<file path="config.mk">
export PLATFORM = sky130hd
export DESIGN_NAME = windowed_value_range_tracker
export DESIGN_NICKNAME = d
export VERILOG_FILES = /design/src/design/wvrt_pkg.sv /design/src/design/wvrt_classify.sv /design/src/design/wvrt_scan.sv /design/src/design/windowed_value_range_tracker.sv
export SDC_FILE = /design/constraint.sdc
export NUM_CORES = 1
export LEC_CHECK = 0
export BUFFER_PORTS_ARGS = -buffer_cell sky130_fd_sc_hd__buf_4
export CORE_MARGIN = 3
export CORE_UTILIZATION = 29
export DETAILED_ROUTE_END_ITERATION = 8
export GPL_TIMING_DRIVEN = 0
export PLACE_DENSITY_LB_ADDON = 0.3
export SYNTH_ARGS = -nofsm -noshare
export SYNTH_HDL_FRONTEND = slang
export SYNTH_SLANG_ARGS = --single-unit
</file>
<file path="constraint.sdc">
create_clock -name i_clk -period 23.6 [get_ports i_clk]
set_input_delay 1.18 -clock i_clk [delete_from_list [all_inputs] [get_ports i_clk]]
set_output_delay 1.18 -clock i_clk [all_outputs]
set_load 0.01 [all_outputs]
</file>
<file path="src/design/wvrt_pkg.sv">
`default_nettype none
package wvrt_pkg;

    localparam int VALUE_W_DEF = 32;
    localparam int TIME_W_DEF  = 64;
    localparam int CFG_DATA_W  = 64;
    localparam int CFG_IDX_W   = 3;

    localparam logic [CFG_IDX_W-1:0] CFG_WIN_MIN       = 3'd0;
    localparam logic [CFG_IDX_W-1:0] CFG_WIN_MAX       = 3'd1;
    localparam logic [CFG_IDX_W-1:0] CFG_POLICY        = 3'd2;
    localparam logic [CFG_IDX_W-1:0] CFG_HOLD_FWD      = 3'd3;
    localparam logic [CFG_IDX_W-1:0] CFG_VALUE_PRESENT = 3'd4;
    localparam logic [CFG_IDX_W-1:0] CFG_RANGE_PRESENT = 3'd5;

    localparam logic [1:0] POL_SKIP   = 2'd0;
    localparam logic [1:0] POL_ZERO   = 2'd1;
    localparam logic [1:0] POL_REJECT = 2'd2;
    localparam logic [1:0] POL_BREAK  = 2'd3;

    localparam logic [1:0] ST_READY  = 2'd0;
    localparam logic [1:0] ST_EMPTY  = 2'd1;
    localparam logic [1:0] ST_FAILED = 2'd2;

    localparam logic [1:0] CHK_OK   = 2'd0;
    localparam logic [1:0] CHK_SKIP = 2'd1;
    localparam logic [1:0] CHK_FAIL = 2'd2;

    typedef struct packed {
        logic signed [CFG_DATA_W-1:0] win_min;
        logic signed [CFG_DATA_W-1:0] win_max;
        logic [1:0]                   policy;
        logic                         hold_fwd;
        logic                         value_present;
        logic                         range_present;
    } t_cfg;

    typedef struct packed {
        logic       in_win;
        logic       pre_win;
        logic [1:0] chk;
    } t_class;

endpackage
`default_nettype wire

</file>
<file path="src/design/wvrt_classify.sv">
`default_nettype none
module wvrt_classify
    import wvrt_pkg::*;
#(
    parameter int VALUE_WIDTH = VALUE_W_DEF,
    parameter int TIME_WIDTH  = TIME_W_DEF
) (
    input  t_cfg                          i_cfg,
    input  logic signed [TIME_WIDTH-1:0]  i_timestamp,
    input  logic signed [VALUE_WIDTH-1:0] i_sample_value,
    input  logic                          i_value_finite,
    input  logic signed [VALUE_WIDTH-1:0] i_range_low,
    input  logic                          i_low_finite,
    input  logic signed [VALUE_WIDTH-1:0] i_range_high,
    input  logic                          i_high_finite,
    output t_class                        o_class,
    output logic signed [VALUE_WIDTH-1:0] o_lo,
    output logic signed [VALUE_WIDTH-1:0] o_hi
);

    function automatic logic [1:0] fix_chk(input logic finite, input logic [1:0] policy);
        logic [1:0] res;
        res = CHK_OK;
        if (!finite) begin
            case (policy)
                POL_ZERO:   res = CHK_OK;
                POL_REJECT: res = CHK_FAIL;
                default:    res = CHK_SKIP;
            endcase
        end
        return res;
    endfunction

    logic signed [CFG_DATA_W-1:0]  ts_ext;
    logic signed [VALUE_WIDTH-1:0] y_fix, l_fix, h_fix, l_sel, h_sel;
    logic                          y_fin;
    logic [1:0]                    chk_y, chk_l, chk_h;

    always_comb begin
        ts_ext = CFG_DATA_W'(i_timestamp);
        o_class.in_win = (i_cfg.win_min <= i_cfg.win_max) &&
                         (ts_ext >= i_cfg.win_min) && (ts_ext <= i_cfg.win_max);
        o_class.pre_win = ts_ext < i_cfg.win_min;

        y_fin = i_cfg.value_present ? i_value_finite : 1'b1;
        y_fix = (i_cfg.value_present && i_value_finite) ? i_sample_value : '0;
        l_fix = i_low_finite ? i_range_low : '0;
        h_fix = i_high_finite ? i_range_high : '0;
        chk_y = fix_chk(y_fin, i_cfg.policy);
        chk_l = fix_chk(i_low_finite, i_cfg.policy);
        chk_h = fix_chk(i_high_finite, i_cfg.policy);

        if (chk_y != CHK_OK) begin
            o_class.chk = chk_y;
        end else if (i_cfg.range_present) begin
            o_class.chk = (chk_l != CHK_OK) ? chk_l : chk_h;
        end else begin
            o_class.chk = CHK_OK;
        end

        l_sel = i_cfg.range_present ? l_fix : y_fix;
        h_sel = i_cfg.range_present ? h_fix : y_fix;
        // swapped bounds
        if (h_sel < l_sel) begin
            o_lo = h_sel;
            o_hi = l_sel;
        end else begin
            o_lo = l_sel;
            o_hi = h_sel;
        end
    end

endmodule
`default_nettype wire

</file>
<file path="src/design/wvrt_scan.sv">
`default_nettype none
module wvrt_scan
    import wvrt_pkg::*;
#(
    parameter int VALUE_WIDTH = VALUE_W_DEF,
    parameter int TIME_WIDTH  = TIME_W_DEF
) (
    input  logic                          i_clk,
    input  logic                          i_rst_n,
    input  t_cfg                          i_cfg,
    input  logic                          i_step,
    input  logic                          i_last,
    input  t_class                        i_class,
    input  logic signed [TIME_WIDTH-1:0]  i_timestamp,
    input  logic signed [VALUE_WIDTH-1:0] i_lo,
    input  logic signed [VALUE_WIDTH-1:0] i_hi,
    output logic [1:0]                    o_status,
    output logic signed [VALUE_WIDTH-1:0] o_range_min,
    output logic signed [VALUE_WIDTH-1:0] o_range_max
);

    logic signed [VALUE_WIDTH-1:0] r_run_min, r_run_max, n_run_min, n_run_max;
    logic signed [VALUE_WIDTH-1:0] r_held_min, r_held_max, n_held_min, n_held_max;
    logic signed [TIME_WIDTH-1:0]  r_held_time, n_held_time;
    logic r_run_valid, n_run_valid, r_failed, n_failed;
    logic r_held_cand, n_held_cand, r_held_valued, n_held_valued;
    logic r_held_broken, n_held_broken;
    logic upd;
    logic signed [VALUE_WIDTH-1:0] fin_min, fin_max;
    logic fin_valid;

    always_comb begin
        n_run_min     = r_run_min;
        n_run_max     = r_run_max;
        n_run_valid   = r_run_valid;
        n_failed      = r_failed;
        n_held_cand   = r_held_cand;
        n_held_valued = r_held_valued;
        n_held_broken = r_held_broken;
        n_held_time   = r_held_time;
        n_held_min    = r_held_min;
        n_held_max    = r_held_max;

        upd = !r_failed && (i_class.in_win || (i_cfg.hold_fwd && i_class.pre_win));
        if (!i_class.in_win && r_held_cand && (i_timestamp <= r_held_time)) begin
            upd = 1'b0;
        end

        if (upd) begin
            if (i_class.in_win) begin
                if (i_class.chk == CHK_FAIL) begin
                    n_failed = 1'b1;
                end else if (i_class.chk == CHK_OK) begin
                    n_run_valid = 1'b1;
                    if (!r_run_valid || (i_lo < r_run_min)) n_run_min = i_lo;
                    if (!r_run_valid || (i_hi > r_run_max)) n_run_max = i_hi;
                end
            end else if (i_class.chk == CHK_OK) begin
                n_held_cand   = 1'b1;
                n_held_valued = 1'b1;
                n_held_broken = 1'b0;
                n_held_time   = i_timestamp;
                n_held_min    = i_lo;
                n_held_max    = i_hi;
            end else if (i_cfg.policy == POL_BREAK) begin
                n_held_cand   = 1'b1;
                n_held_valued = 1'b0;
                n_held_broken = 1'b1;
                n_held_time   = i_timestamp;
            end else if (i_class.chk == CHK_FAIL) begin
                n_held_cand   = 1'b1;
                n_held_valued = 1'b0;
                n_held_broken = 1'b0;
                n_held_time   = i_timestamp;
            end
        end

        // merge held pre-window range
        fin_min   = n_run_min;
        fin_max   = n_run_max;
        fin_valid = n_run_valid;
        if (n_held_cand && n_held_valued) begin
            fin_valid = 1'b1;
            if (!n_run_valid || (n_held_min < n_run_min)) fin_min = n_held_min;
            if (!n_run_valid || (n_held_max > n_run_max)) fin_max = n_held_max;
        end

        o_range_min = '0;
        o_range_max = '0;
        if (i_cfg.win_min > i_cfg.win_max) begin
            o_status = ST_EMPTY;
        end else if (n_failed || (n_held_cand && !n_held_valued && !n_held_broken)) begin
            o_status = ST_FAILED;
        end else if (fin_valid) begin
            o_status    = ST_READY;
            o_range_min = fin_min;
            o_range_max = fin_max;
        end else begin
            o_status = ST_EMPTY;
        end
    end

    always_ff @(posedge i_clk) begin
        if (!i_rst_n) begin
            r_run_valid   <= 1'b0;
            r_failed      <= 1'b0;
            r_held_cand   <= 1'b0;
            r_held_valued <= 1'b0;
            r_held_broken <= 1'b0;
        end else if (i_step) begin
            r_run_valid   <= n_run_valid && !i_last;
            r_failed      <= n_failed && !i_last;
            r_held_cand   <= n_held_cand && !i_last;
            r_held_valued <= n_held_valued && !i_last;
            r_held_broken <= n_held_broken && !i_last;
        end
    end

    always_ff @(posedge i_clk) begin
        if (i_step) begin
            r_run_min   <= n_run_min;
            r_run_max   <= n_run_max;
            r_held_time <= n_held_time;
            r_held_min  <= n_held_min;
            r_held_max  <= n_held_max;
        end
    end

endmodule
`default_nettype wire

</file>
<file path="src/design/windowed_value_range_tracker.sv">
`default_nettype none
// windowed value range tracker: accepts one sample per clock and keeps the running min/max of
// samples whose timestamp lies in the configured window, with optional hold-forward of the
// latest pre-window sample; the sample flagged last produces one result (ready, empty or
// failed) in the output register and clears the scan state. a sample goes through an input
// register and one pass of compare logic into the result register, so the sustained rate is
// one sample per cycle; the output register lets the next sample in while a result waits, only
// a further last sample waits until the output is taken. configuration is written through its
// own port; the user must do so only while the block is idle, the block does not enforce it.
module windowed_value_range_tracker
    import wvrt_pkg::*;
#(
    parameter int VALUE_WIDTH = VALUE_W_DEF,
    parameter int TIME_WIDTH  = TIME_W_DEF
) (
    input  logic                          i_clk,
    input  logic                          i_rst_n,
    input  logic                          i_cfg_valid,
    output logic                          o_cfg_ready,
    input  logic [CFG_IDX_W-1:0]          i_cfg_index,
    input  logic [CFG_DATA_W-1:0]         i_cfg_data,
    input  logic                          i_valid,
    output logic                          o_ready,
    input  logic signed [TIME_WIDTH-1:0]  i_timestamp,
    input  logic signed [VALUE_WIDTH-1:0] i_sample_value,
    input  logic                          i_value_finite,
    input  logic signed [VALUE_WIDTH-1:0] i_range_low,
    input  logic                          i_low_finite,
    input  logic signed [VALUE_WIDTH-1:0] i_range_high,
    input  logic                          i_high_finite,
    input  logic                          i_last,
    output logic                          o_valid,
    input  logic                          i_ready,
    output logic [1:0]                    o_status,
    output logic signed [VALUE_WIDTH-1:0] o_range_min,
    output logic signed [VALUE_WIDTH-1:0] o_range_max
);

    t_cfg r_cfg;

    logic                          r_in_vld;
    logic signed [TIME_WIDTH-1:0]  r_ts;
    logic signed [VALUE_WIDTH-1:0] r_val, r_low, r_high;
    logic                          r_val_fin, r_low_fin, r_high_fin, r_last;

    logic                          r_out_vld;
    logic [1:0]                    r_status;
    logic signed [VALUE_WIDTH-1:0] r_min, r_max;

    t_class                        w_class;
    logic signed [VALUE_WIDTH-1:0] w_lo, w_hi, w_res_min, w_res_max;
    logic [1:0]                    w_res_status;
    logic                          w_out_free, w_step;

    assign o_cfg_ready = 1'b1;

    always_ff @(posedge i_clk) begin
        if (!i_rst_n) begin
            r_cfg.win_min       <= '0;
            r_cfg.win_max       <= '0;
            r_cfg.policy        <= POL_SKIP;
            r_cfg.hold_fwd      <= 1'b0;
            r_cfg.value_present <= 1'b1;
            r_cfg.range_present <= 1'b0;
        end else if (i_cfg_valid) begin
            unique case (i_cfg_index)
                CFG_WIN_MIN:       r_cfg.win_min       <= i_cfg_data;
                CFG_WIN_MAX:       r_cfg.win_max       <= i_cfg_data;
                CFG_POLICY:        r_cfg.policy        <= i_cfg_data[1:0];
                CFG_HOLD_FWD:      r_cfg.hold_fwd      <= i_cfg_data[0];
                CFG_VALUE_PRESENT: r_cfg.value_present <= i_cfg_data[0];
                CFG_RANGE_PRESENT: r_cfg.range_present <= i_cfg_data[0];
                default: ;
            endcase
        end
    end

    assign w_out_free = !r_out_vld || i_ready;
    assign w_step     = r_in_vld && (!r_last || w_out_free);
    assign o_ready    = !r_in_vld || w_step;

    always_ff @(posedge i_clk) begin
        if (!i_rst_n) begin
            r_in_vld <= 1'b0;
        end else if (o_ready) begin
            r_in_vld <= i_valid;
        end
    end

    always_ff @(posedge i_clk) begin
        if (o_ready && i_valid) begin
            r_ts       <= i_timestamp;
            r_val      <= i_sample_value;
            r_val_fin  <= i_value_finite;
            r_low      <= i_range_low;
            r_low_fin  <= i_low_finite;
            r_high     <= i_range_high;
            r_high_fin <= i_high_finite;
            r_last     <= i_last;
        end
    end

    wvrt_classify #(
        .VALUE_WIDTH(VALUE_WIDTH),
        .TIME_WIDTH (TIME_WIDTH)
    ) u_classify (
        .i_cfg         (r_cfg),
        .i_timestamp   (r_ts),
        .i_sample_value(r_val),
        .i_value_finite(r_val_fin),
        .i_range_low   (r_low),
        .i_low_finite  (r_low_fin),
        .i_range_high  (r_high),
        .i_high_finite (r_high_fin),
        .o_class       (w_class),
        .o_lo          (w_lo),
        .o_hi          (w_hi)
    );

    wvrt_scan #(
        .VALUE_WIDTH(VALUE_WIDTH),
        .TIME_WIDTH (TIME_WIDTH)
    ) u_scan (
        .i_clk      (i_clk),
        .i_rst_n    (i_rst_n),
        .i_cfg      (r_cfg),
        .i_step     (w_step),
        .i_last     (r_last),
        .i_class    (w_class),
        .i_timestamp(r_ts),
        .i_lo       (w_lo),
        .i_hi       (w_hi),
        .o_status   (w_res_status),
        .o_range_min(w_res_min),
        .o_range_max(w_res_max)
    );

    always_ff @(posedge i_clk) begin
        if (!i_rst_n) begin
            r_out_vld <= 1'b0;
        end else if (w_out_free) begin
            r_out_vld <= w_step && r_last;
        end
    end

    always_ff @(posedge i_clk) begin
        if (w_out_free && w_step && r_last) begin
            r_status <= w_res_status;
            r_min    <= w_res_min;
            r_max    <= w_res_max;
        end
    end

    assign o_valid     = r_out_vld;
    assign o_status    = r_status;
    assign o_range_min = r_min;
    assign o_range_max = r_max;

endmodule
`default_nettype wire

</file>
==> impl_metrics.xml <==
<?xml version="1.0" encoding="UTF-8"?>
<metrics>
  <group name="yosys">
    <metric name="synth-compound-area-share" unit="">0.127</metric>
    <metric name="mappedNetlistArea" unit="mm2">0.0328</metric>
    <metric name="seq_total_area_yosys" unit="">0.472</metric>
    <metric name="synthesis.instances" unit="">3042</metric>
    <metric name="synthesis.area_per_instance" unit="um2">10.8</metric>
    <metric name="synth_largest_area_cell" unit="">sky130_fd_sc_hd__edfxtp_1</metric>
    <metric name="post_synth_main_area_contributors" unit="">sky130_fd_sc_hd__edfxtp_1, sky130_fd_sc_hd__ha_1, sky130_fd_sc_hd__dfxtp_1</metric>
    <metric name="ys_types" unit="">79</metric>
    <metric name="synth.area.mux_share" unit="">0.0646</metric>
    <metric name="synth_enable_flop_cells" unit="">422</metric>
    <metric name="synth.top_cell.area_share" unit="">0.386</metric>
    <metric name="synth_most_common_cell" unit="">sky130_fd_sc_hd__edfxtp_1</metric>
    <metric name="synth.top_cells.by_count" unit="">sky130_fd_sc_hd__edfxtp_1, sky130_fd_sc_hd__ha_1, sky130_fd_sc_hd__inv_1</metric>
    <metric name="synthAdderAreaFrac" unit="">0.158</metric>
    <metric name="syn-num-nets" unit="">3693</metric>
    <metric name="main_combinational_cell_family_by_area_after_synthesis" unit="">adder cells</metric>
    <metric name="yosys.area_share.simple" unit="">0.120</metric>
    <metric name="yosys.area_share.xor_xnor" unit="">0.000267</metric>
    <metric name="yosysWarnings" unit="">0</metric>
    <metric name="synth_ff_type" unit="">sky130_fd_sc_hd__edfxtp_1</metric>
    <metric name="synth-async-reset-ratio" unit="">0</metric>
    <metric name="synth_register_bits" unit="">562</metric>
  </group>
  <group name="grt">
    <metric name="first_global_vias" unit="">24300</metric>
    <metric name="grt_pass1_wl" unit="mm">148</metric>
    <metric name="overflow" unit="">0</metric>
    <metric name="grt_start_max_net_pins" unit="">72</metric>
    <metric name="antenna_found_initial" unit="">15</metric>
    <metric name="globalRouteTotalUtil" unit="">0.168</metric>
  </group>
  <group name="detailed_routing">
    <metric name="route.detailed.vias_per_inst" unit="">4.82</metric>
    <metric name="vias" unit="">24000</metric>
    <metric name="route.detailed.wl_per_inst" unit="um">20.1</metric>
    <metric name="remaining_drc_errors" unit="">0</metric>
    <metric name="final_antenna_net_count" unit="">0</metric>
    <metric name="drt_first_pass_iters" unit="">5</metric>
    <metric name="initial_drc_count" unit="">1466</metric>
    <metric name="totalWireLength" unit="mm">100</metric>
  </group>
  <group name="clock_tree">
    <metric name="maximum_level_of_the_cts_h_tree" unit="">3</metric>
    <metric name="clk-insertion-delay-late" unit="ps">630</metric>
    <metric name="tritoncts_num_sinks" unit="">562</metric>
    <metric name="cts_root_buffer" unit="">sky130_fd_sc_hd__clkbuf_16</metric>
    <metric name="clock_transition_at_path_regs" unit="ps">60</metric>
    <metric name="post-cts-setup-buffers" unit="">0</metric>
    <metric name="clockBufferDepth" unit="">3</metric>
    <metric name="cts-buffers-inserted" unit="">69</metric>
    <metric name="ctsResizeCount" unit="">0</metric>
    <metric name="ctsHoldBuffers" unit="">0</metric>
    <metric name="tritoncts" unit="">yes</metric>
  </group>
  <group name="placed_design">
    <metric name="detailed_place_hpwl" unit="mm">78.9</metric>
    <metric name="number_of_placed_instances_taps_included" unit="">4842</metric>
    <metric name="gp_congestion" unit="">0.872</metric>
    <metric name="placement.setup.worst_slack" unit="ps">11180</metric>
    <metric name="port_buffers" unit="">302</metric>
  </group>
  <group name="final_layout">
    <metric name="finish.utilization" unit="">0.356</metric>
    <metric name="final_cells" unit="">4974</metric>
    <metric name="share_of_cells_above_drive_strength_1" unit="">0.183</metric>
    <metric name="syn_to_final_growth" unit="%">21.0</metric>
    <metric name="finalNetCount" unit="">4076</metric>
  </group>
  <group name="timing">
    <metric name="fmax" unit="MHz">79.7</metric>
    <metric name="drv_slew" unit="">0</metric>
    <metric name="fin_ws" unit="ps">11050</metric>
    <metric name="setup_violations" unit="">0</metric>
    <metric name="max_slew_margin" unit="">0.0840</metric>
    <metric name="rsz0062_at_grt" unit="">false</metric>
    <metric name="setup_tns" unit="ps">0</metric>
    <metric name="hold-worst-slack" unit="ps">462</metric>
    <metric name="report.final.hold_viol_count" unit="">0</metric>
    <metric name="period_minus_slack" unit="ps">12550</metric>
    <metric name="finalClockSkew" unit="ps">24.4</metric>
    <metric name="final.period_utilization" unit="">0.532</metric>
    <metric name="worstMarginPinSlew" unit="ps">1370</metric>
  </group>
  <group name="min_path">
    <metric name="worst_hold_startpoint" unit="">r_cfg[33]</metric>
    <metric name="hold_path_class" unit="">register to register</metric>
  </group>
  <group name="critical_path">
    <metric name="worstPathMaxFanout" unit="">10</metric>
    <metric name="critical_path.most_common_cell" unit="">sky130_fd_sc_hd__a21o_1</metric>
    <metric name="timing.critical_path.slowest_stage_cell" unit="">sky130_fd_sc_hd__clkbuf_1</metric>
    <metric name="critical_path.reg2reg.startpoint" unit="">r_cfg[0]</metric>
    <metric name="critical_path.startpoint_type" unit="">register</metric>
    <metric name="critical_path.endpoint_type" unit="">register</metric>
    <metric name="setup.worst_path.class" unit="">register to register</metric>
    <metric name="worst-endpoint-required" unit="ps">23970</metric>
    <metric name="timing.critical_path.from" unit="">r_cfg[0]</metric>
    <metric name="cpPeakStageDelay" unit="ps">850</metric>
    <metric name="cp.arrival" unit="ps">12920</metric>
  </group>
  <group name="floorplan">
    <metric name="die_height" unit="um">342</metric>
    <metric name="core-area" unit="mm2">0.111</metric>
    <metric name="die_area" unit="mm2">0.117</metric>
    <metric name="io-pin-count" unit="">305</metric>
    <metric name="fp-row-count" unit="">122</metric>
    <metric name="initial_core_util" unit="">0.294</metric>
    <metric name="chipWidth" unit="um">342</metric>
  </group>
  <group name="power_and_ir_drop">
    <metric name="p_per_area" unit="mW/mm2">68.3</metric>
    <metric name="static-leakage-power" unit="uW">0.0162</metric>
    <metric name="worst_ir_drop_vdd" unit="mV">0.0485</metric>
  </group>
  <group name="job">
    <metric name="drv_cap" unit="">0</metric>
  </group>
  <group name="status">
    <metric name="run_status" unit="">finished clean</metric>
  </group>
</metrics>
-- kinds of logic (layout without fill, tap and decap cells) --
family / after synthesis / count (layout)
and+or+nand+nor: 762 / 762
AOI/OAI and AO/OA: 621 / 621
DFF: 562 / 562
buffers and inverters: 481 / 919
adders and majority gates: 415 / 415
muxes: 199 / 199
other: 1 / 7
xor gates and xnor gates: 1 / 1
-- flip-flops by register name, summed over array words and instances, names as in the netlist, 32 cells and up --
signal / flops
r_cfg: 133
u_scan.r_run_min: 32
o_range_max: 32
o_range_min: 32
u_scan.r_held_min: 32
u_scan.r_held_time: 64
r_ts: 64
r_val: 32
u_scan.r_held_max: 32
r_low: 32
u_scan.r_run_max: 32
r_high: 32
-- metal layers --
layer | vias up | track usage | share of wire
met1 | 11300 | 0.225 | 0.45
met2 | 693 | 0.265 | 0.44
met3 | 174 | 0.0386 | 0.074
met4 | 6 | 0.0585 | 0.035
met5 | - | 0 | 0.00032
li1 | 11800 | - | -
-- final timing paths --
kind | endpoint | slack, ps | depth (start not counted)
setup / recovery | o_range_max[21] | 11050 | 41
hold / removal | r_cfg[33] | 460 | 2
setup reg to reg | o_range_max[21] | 11050 | 41
hold reg to reg | r_cfg[33] | 460 | 2
-- metrics by stage --
stage	power, uW	instance area, um2
finish	2710	39700
global route	2830	39700
CTS	2740	39700
detailed placement	1570	37200
global placement	1570	36900
floorplan	1410	32800
-- placed cells by master, fill, tap and decap left out, types with 15 or more instances in the layout --
cell type,Yosys,final
sky130_fd_sc_hd__mux2i_1,100,100
sky130_fd_sc_hd__inv_1,375,373
sky130_fd_sc_hd__o21a_1,19,19
sky130_fd_sc_hd__clkbuf_1,69,80
sky130_fd_sc_hd__nor3_1,27,27
sky130_fd_sc_hd__nand4_1,79,79
sky130_fd_sc_hd__a21oi_1,163,163
sky130_fd_sc_hd__nand3_1,44,44
sky130_fd_sc_hd__a211oi_1,29,29
sky130_fd_sc_hd__edfxtp_1,422,422
sky130_fd_sc_hd__a21o_1,61,61
sky130_fd_sc_hd__buf_4,1,303
sky130_fd_sc_hd__nor2b_1,20,20
sky130_fd_sc_hd__nor3_2,62,62
sky130_fd_sc_hd__clkbuf_16,0,70
sky130_fd_sc_hd__a21boi_0,132,132
sky130_fd_sc_hd__or2_1,29,29
sky130_fd_sc_hd__ha_1,415,415
sky130_fd_sc_hd__mux2_2,98,98
sky130_fd_sc_hd__buf_2,22,22
sky130_fd_sc_hd__nand2_1,358,358
sky130_fd_sc_hd__o211ai_1,15,15
sky130_fd_sc_hd__a22oi_1,63,63
sky130_fd_sc_hd__dfxtp_1,140,140
sky130_fd_sc_hd__o21ai_0,65,65
sky130_fd_sc_hd__nor2_1,68,68
-- area by class of cell --
type / count / area (um2)
inverters: 375 / 1420
diodes: 6 / 15.0
clock inverters: 37 / 567
multi-input cells: 1999 / 15400
plain buffers: 106 / 505
flip-flops and latches: 562 / 15500
fillers: 11200 / 71700
well taps: 1488 / 1860
repair buffers: 312 / 2500
clock buffers: 89 / 1900
-- where the power goes --
group / leakage, uW / internal (uW) / switching, uW / total, uW
clock network: 0.00120 / 708 / 452 / 1160
logic: 0.00987 / 175 / 244 / 419
registers: 0.00514 / 1110 / 25.2 / 1130
-- critical path, delay by kind of cell (launching register included) --
family | cells | cell delay, ps
DFF | 1 | 420
xor gates and xnor gates | 1 | 120
and+or+nand+nor | 2 | 930
AOI/OAI and AO/OA | 25 | 5590
buffers and inverters | 7 | 3150
muxes | 3 | 960
adders and majority gates | 3 | 1090
Power figures use the tool's default switching activity.
